--- config.mk ---
export PLATFORM = sky130hd
export DESIGN_NAME = resp_command_tokenizer
export DESIGN_NICKNAME = d
export VERILOG_FILES = /design/src/rtl/core/rct_pkg.sv /design/src/rtl/core/rct_front.sv /design/src/rtl/core/rct_queue.sv /design/src/rtl/core/rct_back.sv /design/src/rtl/core/resp_command_tokenizer.sv
export SDC_FILE = /design/constraint.sdc
export NUM_CORES = 1
export LEC_CHECK = 0
export CAP_MARGIN = 20
export CELL_PAD_IN_SITES_DETAIL_PLACEMENT = 0
export CELL_PAD_IN_SITES_GLOBAL_PLACEMENT = 1
export CORE_MARGIN = 1.5
export CORE_UTILIZATION = 25
export CTS_CLUSTER_DIAMETER = 30
export CTS_CLUSTER_SIZE = 24
export DETAILED_ROUTE_END_ITERATION = 10
export DONT_BUFFER_PORTS = 1
export PLACE_DENSITY_LB_ADDON = 0.08
export SYNTH_ARGS = -nofsm -noshare
export SYNTH_HDL_FRONTEND = slang
export SYNTH_SLANG_ARGS = --single-unit
--- constraint.sdc ---
create_clock -name clk -period 5.4 [get_ports clk]
set_input_delay 0.81 -clock clk [delete_from_list [all_inputs] [get_ports clk]]
set_output_delay 0.81 -clock clk [all_outputs]
set_load 0.01 [all_outputs]
--- src/rtl/core/rct_pkg.sv ---
`timescale 1ns / 1ps

package rct_pkg;

  // Character codes used by the parser
  localparam logic [7:0] CH_STAR   = 8'h2A;
  localparam logic [7:0] CH_DOLLAR = 8'h24;
  localparam logic [7:0] CH_CR     = 8'h0D;
  localparam logic [7:0] CH_LF     = 8'h0A;
  localparam logic [7:0] CH_SPACE  = 8'h20;
  localparam logic [7:0] CH_TAB    = 8'h09;
  localparam logic [7:0] CH_ZERO   = 8'h30;
  localparam logic [7:0] CH_NINE   = 8'h39;

  // Status codes reported with message_end
  localparam logic [1:0] ST_OK        = 2'd0;
  localparam logic [1:0] ST_BAD_COUNT = 2'd1;
  localparam logic [1:0] ST_BAD_ELEM  = 2'd2;
  localparam logic [1:0] ST_TRUNC     = 2'd3;

  // Configuration register indexes
  localparam logic REG_INLINE_ENABLE = 1'b0;

  // Entries in the queue between front and back
  localparam int QUEUE_DEPTH = 4;

  typedef enum logic [3:0] {
    MODE_IDLE   = 4'b0001,
    MODE_ARRAY  = 4'b0010,
    MODE_INLINE = 4'b0100,
    MODE_STOP   = 4'b1000
  } mode_t;

  typedef enum logic [7:0] {
    PH_CNT     = 8'b0000_0001,
    PH_CNT_CR  = 8'b0000_0010,
    PH_DOLLAR  = 8'b0000_0100,
    PH_LEN     = 8'b0000_1000,
    PH_LEN_CR  = 8'b0001_0000,
    PH_PAYLOAD = 8'b0010_0000,
    PH_SKIP1   = 8'b0100_0000,
    PH_SKIP2   = 8'b1000_0000
  } phase_t;

  // One result beat, without run_last (implied by its place in an entry)
  typedef struct packed {
    logic [7:0] token_byte;
    logic       byte_valid;
    logic       token_end;
    logic       message_end;
    logic [1:0] parse_status;
  } res_t;

  // All results caused by one input byte
  typedef struct packed {
    logic two;
    res_t r0;
    res_t r1;
  } entry_t;

  function automatic logic is_ws(input logic [7:0] b);
    return (b == CH_SPACE) || (b >= CH_TAB && b <= CH_CR);
  endfunction

endpackage

--- src/rtl/core/rct_front.sv ---
`timescale 1ns / 1ps

module rct_front #(
  parameter logic [15:0] CNT_CAP = 16'hFFFF,
  parameter logic [15:0] LEN_CAP = 16'hFFFF
) (
  input  logic               clk,
  input  logic               rst_n,
  input  logic               inline_enable,
  input  logic               in_valid,
  output logic               in_ready,
  input  logic [7:0]         in_data_byte,
  input  logic               in_message_last,
  input  logic               q_full,
  output logic               push,
  output rct_pkg::entry_t    push_entry
);

  rct_pkg::mode_t  mode_r, mode_nxt;
  rct_pkg::phase_t phase_r, phase_nxt;
  logic [15:0] elem_r, elem_nxt;
  logic [15:0] plen_r, plen_nxt;
  logic [15:0] accum_r, accum_nxt;
  logic        seen_r, seen_nxt;
  logic [7:0]  held_r, held_nxt;
  logic        held_vld_r, held_vld_nxt;
  logic [1:0]  sticky_r, sticky_nxt;

  logic        acc;
  logic [1:0]  n_res;
  rct_pkg::res_t res_v [2];

  assign in_ready = !q_full;
  assign acc      = in_valid && in_ready;

  // Per-byte parse step: next state and up to two results
  always_comb begin
    logic        digit;
    logic        last;
    logic        sp;
    logic        consumed;
    logic        pbyte;
    logic [19:0] v;
    logic [1:0]  st;
    rct_pkg::res_t emt;

    mode_nxt     = mode_r;
    phase_nxt    = phase_r;
    elem_nxt     = elem_r;
    plen_nxt     = plen_r;
    accum_nxt    = accum_r;
    seen_nxt     = seen_r;
    held_nxt     = held_r;
    held_vld_nxt = held_vld_r;
    sticky_nxt   = sticky_r;
    n_res        = 2'd0;
    res_v[0]     = '0;
    res_v[1]     = '0;
    emt          = '0;

    last     = in_message_last;
    digit    = (in_data_byte >= rct_pkg::CH_ZERO) && (in_data_byte <= rct_pkg::CH_NINE);
    sp       = rct_pkg::is_ws(in_data_byte);
    consumed = 1'b0;
    pbyte    = 1'b0;
    st       = rct_pkg::ST_OK;
    // accum * 10 + digit value, as shifts and adds
    v = {1'b0, accum_nxt, 3'b000} + {3'b000, accum_nxt, 1'b0}
      + {16'd0, in_data_byte[3:0]};

    // First byte picks the message form
    if (mode_r == rct_pkg::MODE_IDLE) begin
      if (in_data_byte == rct_pkg::CH_STAR) begin
        mode_nxt  = rct_pkg::MODE_ARRAY;
        phase_nxt = rct_pkg::PH_CNT;
        accum_nxt = '0;
        seen_nxt  = 1'b0;
        consumed  = 1'b1;
      end else if (inline_enable) begin
        mode_nxt = rct_pkg::MODE_INLINE;
      end else begin
        sticky_nxt = rct_pkg::ST_BAD_COUNT;
        mode_nxt   = rct_pkg::MODE_STOP;
      end
    end

    if (!consumed && mode_nxt == rct_pkg::MODE_ARRAY) begin
      case (phase_nxt)
        rct_pkg::PH_CNT: begin
          if (digit) begin
            if (v > {4'd0, CNT_CAP}) begin
              sticky_nxt = rct_pkg::ST_BAD_COUNT;
              mode_nxt   = rct_pkg::MODE_STOP;
            end else begin
              accum_nxt = v[15:0];
              seen_nxt  = 1'b1;
            end
          end else if (in_data_byte == rct_pkg::CH_CR) begin
            phase_nxt = rct_pkg::PH_CNT_CR;
          end else begin
            sticky_nxt = rct_pkg::ST_BAD_COUNT;
            mode_nxt   = rct_pkg::MODE_STOP;
          end
        end
        rct_pkg::PH_CNT_CR: begin
          if (in_data_byte == rct_pkg::CH_LF && seen_nxt) begin
            elem_nxt = accum_nxt;
            if (accum_nxt == 16'd0) mode_nxt = rct_pkg::MODE_STOP;
            else phase_nxt = rct_pkg::PH_DOLLAR;
          end else begin
            sticky_nxt = rct_pkg::ST_BAD_COUNT;
            mode_nxt   = rct_pkg::MODE_STOP;
          end
        end
        rct_pkg::PH_DOLLAR: begin
          if (in_data_byte == rct_pkg::CH_DOLLAR) begin
            phase_nxt = rct_pkg::PH_LEN;
            accum_nxt = '0;
            seen_nxt  = 1'b0;
          end else begin
            sticky_nxt = rct_pkg::ST_BAD_ELEM;
            mode_nxt   = rct_pkg::MODE_STOP;
          end
        end
        rct_pkg::PH_LEN: begin
          if (digit) begin
            if (v > {4'd0, LEN_CAP}) begin
              sticky_nxt = rct_pkg::ST_BAD_ELEM;
              mode_nxt   = rct_pkg::MODE_STOP;
            end else begin
              accum_nxt = v[15:0];
              seen_nxt  = 1'b1;
            end
          end else if (in_data_byte == rct_pkg::CH_CR) begin
            phase_nxt = rct_pkg::PH_LEN_CR;
          end else begin
            sticky_nxt = rct_pkg::ST_BAD_ELEM;
            mode_nxt   = rct_pkg::MODE_STOP;
          end
        end
        rct_pkg::PH_LEN_CR: begin
          if (in_data_byte == rct_pkg::CH_LF && seen_nxt) begin
            plen_nxt = accum_nxt;
            if (accum_nxt == 16'd0) begin
              // empty token, then the element is done
              emt                 = '0;
              emt.token_end       = 1'b1;
              res_v[n_res[0]]     = emt;
              n_res               = n_res + 2'd1;
              elem_nxt            = elem_nxt - 16'd1;
              if (elem_nxt == 16'd0) mode_nxt = rct_pkg::MODE_STOP;
              else phase_nxt = rct_pkg::PH_SKIP1;
            end else begin
              phase_nxt = rct_pkg::PH_PAYLOAD;
            end
          end else begin
            sticky_nxt = rct_pkg::ST_BAD_ELEM;
            mode_nxt   = rct_pkg::MODE_STOP;
          end
        end
        rct_pkg::PH_PAYLOAD: begin
          plen_nxt            = plen_nxt - 16'd1;
          emt                 = '0;
          emt.token_byte      = in_data_byte;
          emt.byte_valid      = 1'b1;
          emt.token_end       = (plen_nxt == 16'd0) || last;
          res_v[n_res[0]]     = emt;
          n_res               = n_res + 2'd1;
          pbyte               = 1'b1;
          if (plen_nxt == 16'd0) begin
            elem_nxt = elem_nxt - 16'd1;
            if (elem_nxt == 16'd0) mode_nxt = rct_pkg::MODE_STOP;
            else phase_nxt = rct_pkg::PH_SKIP1;
          end
        end
        rct_pkg::PH_SKIP1: phase_nxt = rct_pkg::PH_SKIP2;
        rct_pkg::PH_SKIP2: phase_nxt = rct_pkg::PH_DOLLAR;
        default:           phase_nxt = rct_pkg::PH_DOLLAR;
      endcase
    end else if (!consumed && mode_nxt == rct_pkg::MODE_INLINE) begin
      // held byte is emitted once its successor shows whether it ends a token
      if (held_vld_nxt) begin
        emt             = '0;
        emt.token_byte  = held_nxt;
        emt.byte_valid  = 1'b1;
        emt.token_end   = sp;
        res_v[n_res[0]] = emt;
        n_res           = n_res + 2'd1;
        held_vld_nxt    = 1'b0;
      end
      if (!sp) begin
        if (last) begin
          emt             = '0;
          emt.token_byte  = in_data_byte;
          emt.byte_valid  = 1'b1;
          emt.token_end   = 1'b1;
          res_v[n_res[0]] = emt;
          n_res           = n_res + 2'd1;
        end else begin
          held_nxt     = in_data_byte;
          held_vld_nxt = 1'b1;
        end
      end
    end

    // Message close: status, truncated token, bare result, state back to reset
    if (last) begin
      st = sticky_nxt;
      if (mode_nxt == rct_pkg::MODE_ARRAY) begin
        if (phase_nxt == rct_pkg::PH_CNT || phase_nxt == rct_pkg::PH_CNT_CR) begin
          st = rct_pkg::ST_BAD_COUNT;
        end else begin
          if (phase_nxt == rct_pkg::PH_PAYLOAD && !pbyte) begin
            emt             = '0;
            emt.token_end   = 1'b1;
            res_v[n_res[0]] = emt;
            n_res           = n_res + 2'd1;
          end
          st = rct_pkg::ST_TRUNC;
        end
      end else if (mode_nxt == rct_pkg::MODE_INLINE) begin
        st = rct_pkg::ST_OK;
      end
      if (n_res == 2'd0) begin
        res_v[0] = '0;
        n_res    = 2'd1;
      end
      if (n_res == 2'd2) begin
        res_v[1].message_end  = 1'b1;
        res_v[1].parse_status = st;
      end else begin
        res_v[0].message_end  = 1'b1;
        res_v[0].parse_status = st;
      end
      mode_nxt     = rct_pkg::MODE_IDLE;
      phase_nxt    = rct_pkg::PH_CNT;
      elem_nxt     = '0;
      plen_nxt     = '0;
      accum_nxt    = '0;
      seen_nxt     = 1'b0;
      held_nxt     = '0;
      held_vld_nxt = 1'b0;
      sticky_nxt   = rct_pkg::ST_OK;
    end
  end

  // Queue push: one entry per byte that yields results
  assign push          = acc && (n_res != 2'd0);
  assign push_entry.two = (n_res == 2'd2);
  assign push_entry.r0 = res_v[0];
  assign push_entry.r1 = res_v[1];

  // Parser state advances only on accepted beats
  always_ff @(posedge clk) begin
    if (!rst_n) begin
      mode_r     <= rct_pkg::MODE_IDLE;
      phase_r    <= rct_pkg::PH_CNT;
      elem_r     <= '0;
      plen_r     <= '0;
      accum_r    <= '0;
      seen_r     <= 1'b0;
      held_r     <= '0;
      held_vld_r <= 1'b0;
      sticky_r   <= rct_pkg::ST_OK;
    end else if (acc) begin
      mode_r     <= mode_nxt;
      phase_r    <= phase_nxt;
      elem_r     <= elem_nxt;
      plen_r     <= plen_nxt;
      accum_r    <= accum_nxt;
      seen_r     <= seen_nxt;
      held_r     <= held_nxt;
      held_vld_r <= held_vld_nxt;
      sticky_r   <= sticky_nxt;
    end
  end

endmodule

--- src/rtl/core/rct_queue.sv ---
`timescale 1ns / 1ps

module rct_queue (
  input  logic            clk,
  input  logic            rst_n,
  input  logic            push,
  input  rct_pkg::entry_t push_entry,
  input  logic            pop,
  output rct_pkg::entry_t head,
  output logic            full,
  output logic            empty
);

  localparam int PTR_W = (rct_pkg::QUEUE_DEPTH > 1) ? $clog2(rct_pkg::QUEUE_DEPTH) : 1;
  localparam int CNT_W = $clog2(rct_pkg::QUEUE_DEPTH + 1);
  localparam logic [PTR_W-1:0] PTR_LAST = PTR_W'(rct_pkg::QUEUE_DEPTH - 1);

  rct_pkg::entry_t slot_r [rct_pkg::QUEUE_DEPTH];
  logic [PTR_W-1:0] wr_ptr_r, rd_ptr_r;
  logic [CNT_W-1:0] cnt_r, cnt_nxt;
  logic             do_push, do_pop;

  assign full    = (cnt_r == CNT_W'(rct_pkg::QUEUE_DEPTH));
  assign empty   = (cnt_r == '0);
  assign do_push = push && !full;
  assign do_pop  = pop && !empty;
  assign head    = slot_r[rd_ptr_r];

  always_comb begin
    cnt_nxt = cnt_r;
    if (do_push && !do_pop) cnt_nxt = cnt_r + CNT_W'(1);
    else if (do_pop && !do_push) cnt_nxt = cnt_r - CNT_W'(1);
  end

  // Entry storage
  always_ff @(posedge clk) begin
    if (do_push) slot_r[wr_ptr_r] <= push_entry;
  end

  // Pointers and fill count
  always_ff @(posedge clk) begin
    if (!rst_n) begin
      wr_ptr_r <= '0;
      rd_ptr_r <= '0;
      cnt_r    <= '0;
    end else begin
      if (do_push) wr_ptr_r <= (wr_ptr_r == PTR_LAST) ? '0 : wr_ptr_r + PTR_W'(1);
      if (do_pop)  rd_ptr_r <= (rd_ptr_r == PTR_LAST) ? '0 : rd_ptr_r + PTR_W'(1);
      cnt_r <= cnt_nxt;
    end
  end

endmodule

--- src/rtl/core/rct_back.sv ---
`timescale 1ns / 1ps

module rct_back (
  input  logic            clk,
  input  logic            rst_n,
  input  rct_pkg::entry_t head,
  input  logic            q_empty,
  output logic            pop,
  output logic            out_valid,
  input  logic            out_ready,
  output logic [7:0]      out_token_byte,
  output logic            out_byte_valid,
  output logic            out_token_end,
  output logic            out_message_end,
  output logic [1:0]      out_parse_status,
  output logic            out_run_last
);

  logic          out_valid_r;
  rct_pkg::res_t out_res_r;
  logic          out_run_r;
  logic          sel_r, sel_nxt;
  logic          load, take, last_of;
  rct_pkg::res_t cur;

  // Output register free or draining this cycle
  assign load    = !out_valid_r || out_ready;
  assign take    = load && !q_empty;
  assign cur     = sel_r ? head.r1 : head.r0;
  assign last_of = sel_r || !head.two;

  // Walk the one or two results of the head entry
  always_comb begin
    pop     = 1'b0;
    sel_nxt = sel_r;
    if (take) begin
      pop     = last_of;
      sel_nxt = !last_of;
    end
  end

  always_ff @(posedge clk) begin
    if (!rst_n) begin
      out_valid_r <= 1'b0;
      sel_r       <= 1'b0;
    end else begin
      if (load) out_valid_r <= !q_empty;
      sel_r <= sel_nxt;
    end
  end

  always_ff @(posedge clk) begin
    if (take) begin
      out_res_r <= cur;
      out_run_r <= last_of;
    end
  end

  assign out_valid        = out_valid_r;
  assign out_token_byte   = out_res_r.token_byte;
  assign out_byte_valid   = out_res_r.byte_valid;
  assign out_token_end    = out_res_r.token_end;
  assign out_message_end  = out_res_r.message_end;
  assign out_parse_status = out_res_r.parse_status;
  assign out_run_last     = out_run_r;

endmodule

--- src/rtl/core/resp_command_tokenizer.sv ---
`timescale 1ns / 1ps
// Byte-serial command tokenizer.
// Input channel (in_valid/in_ready): one message byte per beat, with
// in_message_last on the final byte of each message. A message starting
// with '*' is parsed as an array of bulk strings; any other message is split
// on whitespace when the inline_enable register (address 0) is set.
// Output channel (out_valid/out_ready): one token byte per beat, with
// token_end, message_end, parse_status and run_last (last beat caused by an
// input byte). An input byte gives zero, one or two output beats.
// A beat caused by an accepted byte is registered in the queue and then in
// the output register before it is presented. Input throughput is one byte
// per cycle while the queue is not full; the output register drains one
// beat per cycle while out_ready is high, so a byte giving two beats needs
// an extra beat, absorbed by the four-entry queue between parser and output.
// When the receiver stalls, the queue fills and in_ready drops once it holds
// four entries. Reset clears parser state, empties the queue, clears out_valid
// and sets inline_enable to 1; no clearing pass is needed.
// Configuration is APB: writes take setup and access cycles, pready is tied
// high, and registers should only be written while the block is idle.

module resp_command_tokenizer #(
  parameter longint unsigned MAX_ELEMENTS = 65535,
  parameter longint unsigned MAX_BULK_LEN = 65535
) (
  input  logic        clk,
  input  logic        rst_n,
  // input channel
  input  logic        in_valid,
  output logic        in_ready,
  input  logic [7:0]  in_data_byte,
  input  logic        in_message_last,
  // output channel
  output logic        out_valid,
  input  logic        out_ready,
  output logic [7:0]  out_token_byte,
  output logic        out_byte_valid,
  output logic        out_token_end,
  output logic        out_message_end,
  output logic [1:0]  out_parse_status,
  output logic        out_run_last,
  // configuration
  input  logic        psel,
  input  logic        penable,
  input  logic        pwrite,
  input  logic [2:0]  paddr,
  input  logic [31:0] pwdata,
  output logic [31:0] prdata,
  output logic        pready
);

  localparam logic [15:0] CNT_CAP = (MAX_ELEMENTS < 65535) ? 16'(MAX_ELEMENTS) : 16'hFFFF;
  localparam logic [15:0] LEN_CAP = (MAX_BULK_LEN < 65535) ? 16'(MAX_BULK_LEN) : 16'hFFFF;

  logic            inline_en_r;
  logic            cfg_wr;
  logic            push, pop, q_full, q_empty;
  rct_pkg::entry_t push_entry, head;

  // Register file: one bit at index 0
  assign pready = 1'b1;
  assign cfg_wr = psel && penable && pwrite;

  always_ff @(posedge clk) begin
    if (!rst_n) begin
      inline_en_r <= 1'b1;
    end else if (cfg_wr && paddr[2] == rct_pkg::REG_INLINE_ENABLE) begin
      inline_en_r <= pwdata[0];
    end
  end

  assign prdata = (paddr[2] == rct_pkg::REG_INLINE_ENABLE) ? {31'd0, inline_en_r} : 32'd0;

  rct_front #(
    .CNT_CAP (CNT_CAP),
    .LEN_CAP (LEN_CAP)
  ) u_front (
    .clk             (clk),
    .rst_n           (rst_n),
    .inline_enable   (inline_en_r),
    .in_valid        (in_valid),
    .in_ready        (in_ready),
    .in_data_byte    (in_data_byte),
    .in_message_last (in_message_last),
    .q_full          (q_full),
    .push            (push),
    .push_entry      (push_entry)
  );

  rct_queue u_queue (
    .clk        (clk),
    .rst_n      (rst_n),
    .push       (push),
    .push_entry (push_entry),
    .pop        (pop),
    .head       (head),
    .full       (q_full),
    .empty      (q_empty)
  );

  rct_back u_back (
    .clk              (clk),
    .rst_n            (rst_n),
    .head             (head),
    .q_empty          (q_empty),
    .pop              (pop),
    .out_valid        (out_valid),
    .out_ready        (out_ready),
    .out_token_byte   (out_token_byte),
    .out_byte_valid   (out_byte_valid),
    .out_token_end    (out_token_end),
    .out_message_end  (out_message_end),
    .out_parse_status (out_parse_status),
    .out_run_last     (out_run_last)
  );

endmodule

==> impl_metrics.json <==
{
  "drt_iter0_markers": 538,
  "num_vias": 9634,
  "synth_top_area_frac": 0.303,
  "skew_ps": 16.2,
  "tightest_slew_ps": 1000,
  "fin_crit_sh": 0.870,
  "start_kind": "flip-flop",
  "seq_area_frac_synth": 0.443,
  "grt_pass1_wl_um": 62200,
  "synth_common_cells": "nor2_1 (132), edfxtp_1 (122), nand2_1 (101)",
  "yosys_register_bits": 206,
  "setup_violations": 0,
  "postSynthAreaPerCell_um2": 9.90,
  "ios": 100,
  "gr-usage-all-layers": 0.166,
  "synth_compound_area_frac": 0.163,
  "drv_cap": 0,
  "grt_start_max_net_pins": 54,
  "clock-root-buffer": "clkbuf_16",
  "drt_first_pass_iters": 4,
  "fin_hold_ws_ps": 310,
  "wire_per_inst_um": 20.9,
  "cts_setup_buffers": 0,
  "drt-total-wl_um": 40200,
  "die_y_um": 223,
  "hpwlAfterDp_um": 26400,
  "relSlewSlack": 0.331,
  "ant_nets": 0,
  "max_freq_ghz": 0.213,
  "crit_fanout": 18,
  "cts_resized": 0,
  "final_area_mm2": 0.0151,
  "synth_async_sr_flop_share": 0,
  "postPlaceCellArea_mm2": 0.0127,
  "synthSimpleGateAreaFrac": 0.194,
  "synthDistinctLibCells": 93,
  "clkTransAtPathRegs_ps": 40,
  "leakagePower_nw": 5.62,
  "rows": 80,
  "crit_type": "reg -> reg",
  "final_max_slew_viol_count": 0,
  "ctsLongestPathBuffers": 3,
  "netlist_top_cells_area": "edfxtp_1 (30%), dfxtp_1 (14%), mux4_2 (5.0%), ha_1 (4.7%), nor2_1 (4.1%)",
  "max_stage_delay_ps": 550,
  "synth_area_mm2": 0.0121,
  "drc": 0,
  "worstSetupEndpointType": "flip-flop",
  "die_x_um": 223,
  "outcome": "completed",
  "rsz0062_at_grt": "no",
  "nets": 1357,
  "gp_congestion": 0.753,
  "muxShareOfSynthArea": 0.0711,
  "initial_core_util": 0.253,
  "diodes": 0,
  "fin_crit_ps": 4700,
  "critical_path_arrival_ps": 5170,
  "yosysMostFrequentCell": "nor2_1",
  "numPortBuffers": 0,
  "nFillCells": 4885,
  "min_path_type": "in -> reg",
  "synthCells": 1219,
  "ctsHtreeMaxLevel": 3,
  "cts_sinks": 206,
  "ir_worst_vdd_mv": 0.232,
  "dieArea_mm2": 0.0496,
  "fin_tns_setup_ps": 0,
  "synth_top_family_by_area": "simple AND/OR/NAND/NOR gates",
  "cts_hold_buf": 0,
  "yosysWarnings": 0,
  "cts_made_buffers": 72,
  "cp_cell_sequence": "inv_1 -> fa_1 -> inv_1 -> fa_1 -> a211oi_1 -> o21bai_1 -> a211oi_1 -> buf_4 -> a22oi_1 -> and3_1 -> o211ai_1 -> buf_4 -> nor2_1 -> o21ai_0 -> o211ai_1 -> a221oi_1",
  "power.density_mw_per_mm2": 471,
  "cts_tree": "built",
  "synth_xor_area_frac": 0.0218,
  "area_delta_synth_final_pct": 25.5,
  "clock_latency_ps": 590,
  "post_drt_via_cell_ratio": 5.00,
  "rr_worst_depth": 16,
  "drive_gt1_frac": 0.175,
  "required_ps": 5870,
  "core_area_mm2": 0.0477,
  "synthAdderAreaFrac": 0.0516,
  "synth.largest_area_cell": "edfxtp_1",
  "slowest_stage": "dfxtp_1",
  "antenna_found_initial": 0,
  "synth_ff_type": "edfxtp_1",
  "hold_path_depth": 1,
  "hold_viol_final": 0,
  "grt_pass1_vias": 9824,
  "overflow": 0,
  "synth_edf_count": 122
}
## layer usage
metal,part of all wire,track usage,vias up
met5,0,0,-
met3,0.041,0.0389,79
met4,0.029,0.0645,0
li1,-,-,4633
met1,0.46,0.213,4716
met2,0.47,0.270,206
## critical path: cells and delay by family, from the launching register on
family	cells	cell delay, ps
adders and majority gates	2	980
buffers and inverters	4	730
and+or+nand+nor	2	230
DFF	1	550
AOI/OAI and AO/OA	8	2090
## layout make-up
class | instances | area, um^2 | share of cell area
multi-input combinational | 920 | 6230 | 0.411
tap | 615 | 769 | 0.0508
inverter | 27 | 101 | 0.00669
timing repair buffer | 31 | 233 | 0.0154
sequential | 206 | 5350 | 0.353
clock inverter | 30 | 458 | 0.0302
clock buffer | 98 | 2010 | 0.133
## stage by stage
step           total power, mW  utilization  std cells  setup slack [ps]
6_report                  7.13        0.317       1927               701
5_1_grt                   7.44        0.317       1927               275
4_1_cts                   7.26        0.317       1927               662
3_5_place_dp              2.99        0.266       1799               425
3_3_place_gp              2.99        0.266       1799               377
2_1_floorplan             2.73            -       1257               973
## layout by cell type, fill, tap and decap left out, drive strengths merged, types with 12 or more instances in the layout
cell and n:
nor4 25, edfxtp 122, a22oi 24, clkinv 16, ha 45, mux4 27
nor3 46, a21oi 95, clkbuf 98, o21ai 62, nand3 45, nand2b 13
a31oi 19, and2 15, conb 40, dfxtp 84, inv 30, buf 31
mux2 16, nand2 101, nor2 132, xnor2 19, and3 13, or3 12
## worst paths after layout
check	slack, ps	from	end
setup / recovery	700	u_front.accum_r[2]	u_front.accum_r[9]
hold / removal	310	rst_n	inline_en_r
setup reg to reg	700	u_front.accum_r[2]	u_front.accum_r[9]
hold reg to reg	460	u_front.sticky_r[1]	u_front.sticky_r[1]
## registers in the layout, summed over array words and instances, names as in the netlist, 2 cells and up, named ones only
name	flops
u_back.out_parse_status	2
u_back.out_token_byte	8
u_front.accum_r	16
u_front.elem_r	16
u_front.held_r	8
u_front.mode_r	4
u_front.phase_r	8
u_front.plen_r	16
u_front.sticky_r	2
u_queue.cnt_r	3
u_queue.rd_ptr_r	2
u_queue.slot_r	108
u_queue.wr_ptr_r	2
## where the power goes
part	switching [mW]	total, mW	internal, mW	leakage, nW
Sequential	0.117	2.01	1.89	1.83
Combinational	0.530	0.919	0.389	2.58
Clock	1.15	4.20	3.05	1.21
Total	1.80	7.13	5.33	5.62
## cells by family after synthesis
group	after synthesis
flip-flops	206
adder cells (fa/ha/maj)	48
buffers and inverters	131
XOR/XNOR	30
multiplexers	50
AND/OR/NAND/NOR	458
other	2
AO/OA/AOI/OAI	294
Power figures use the tool's default switching activity.
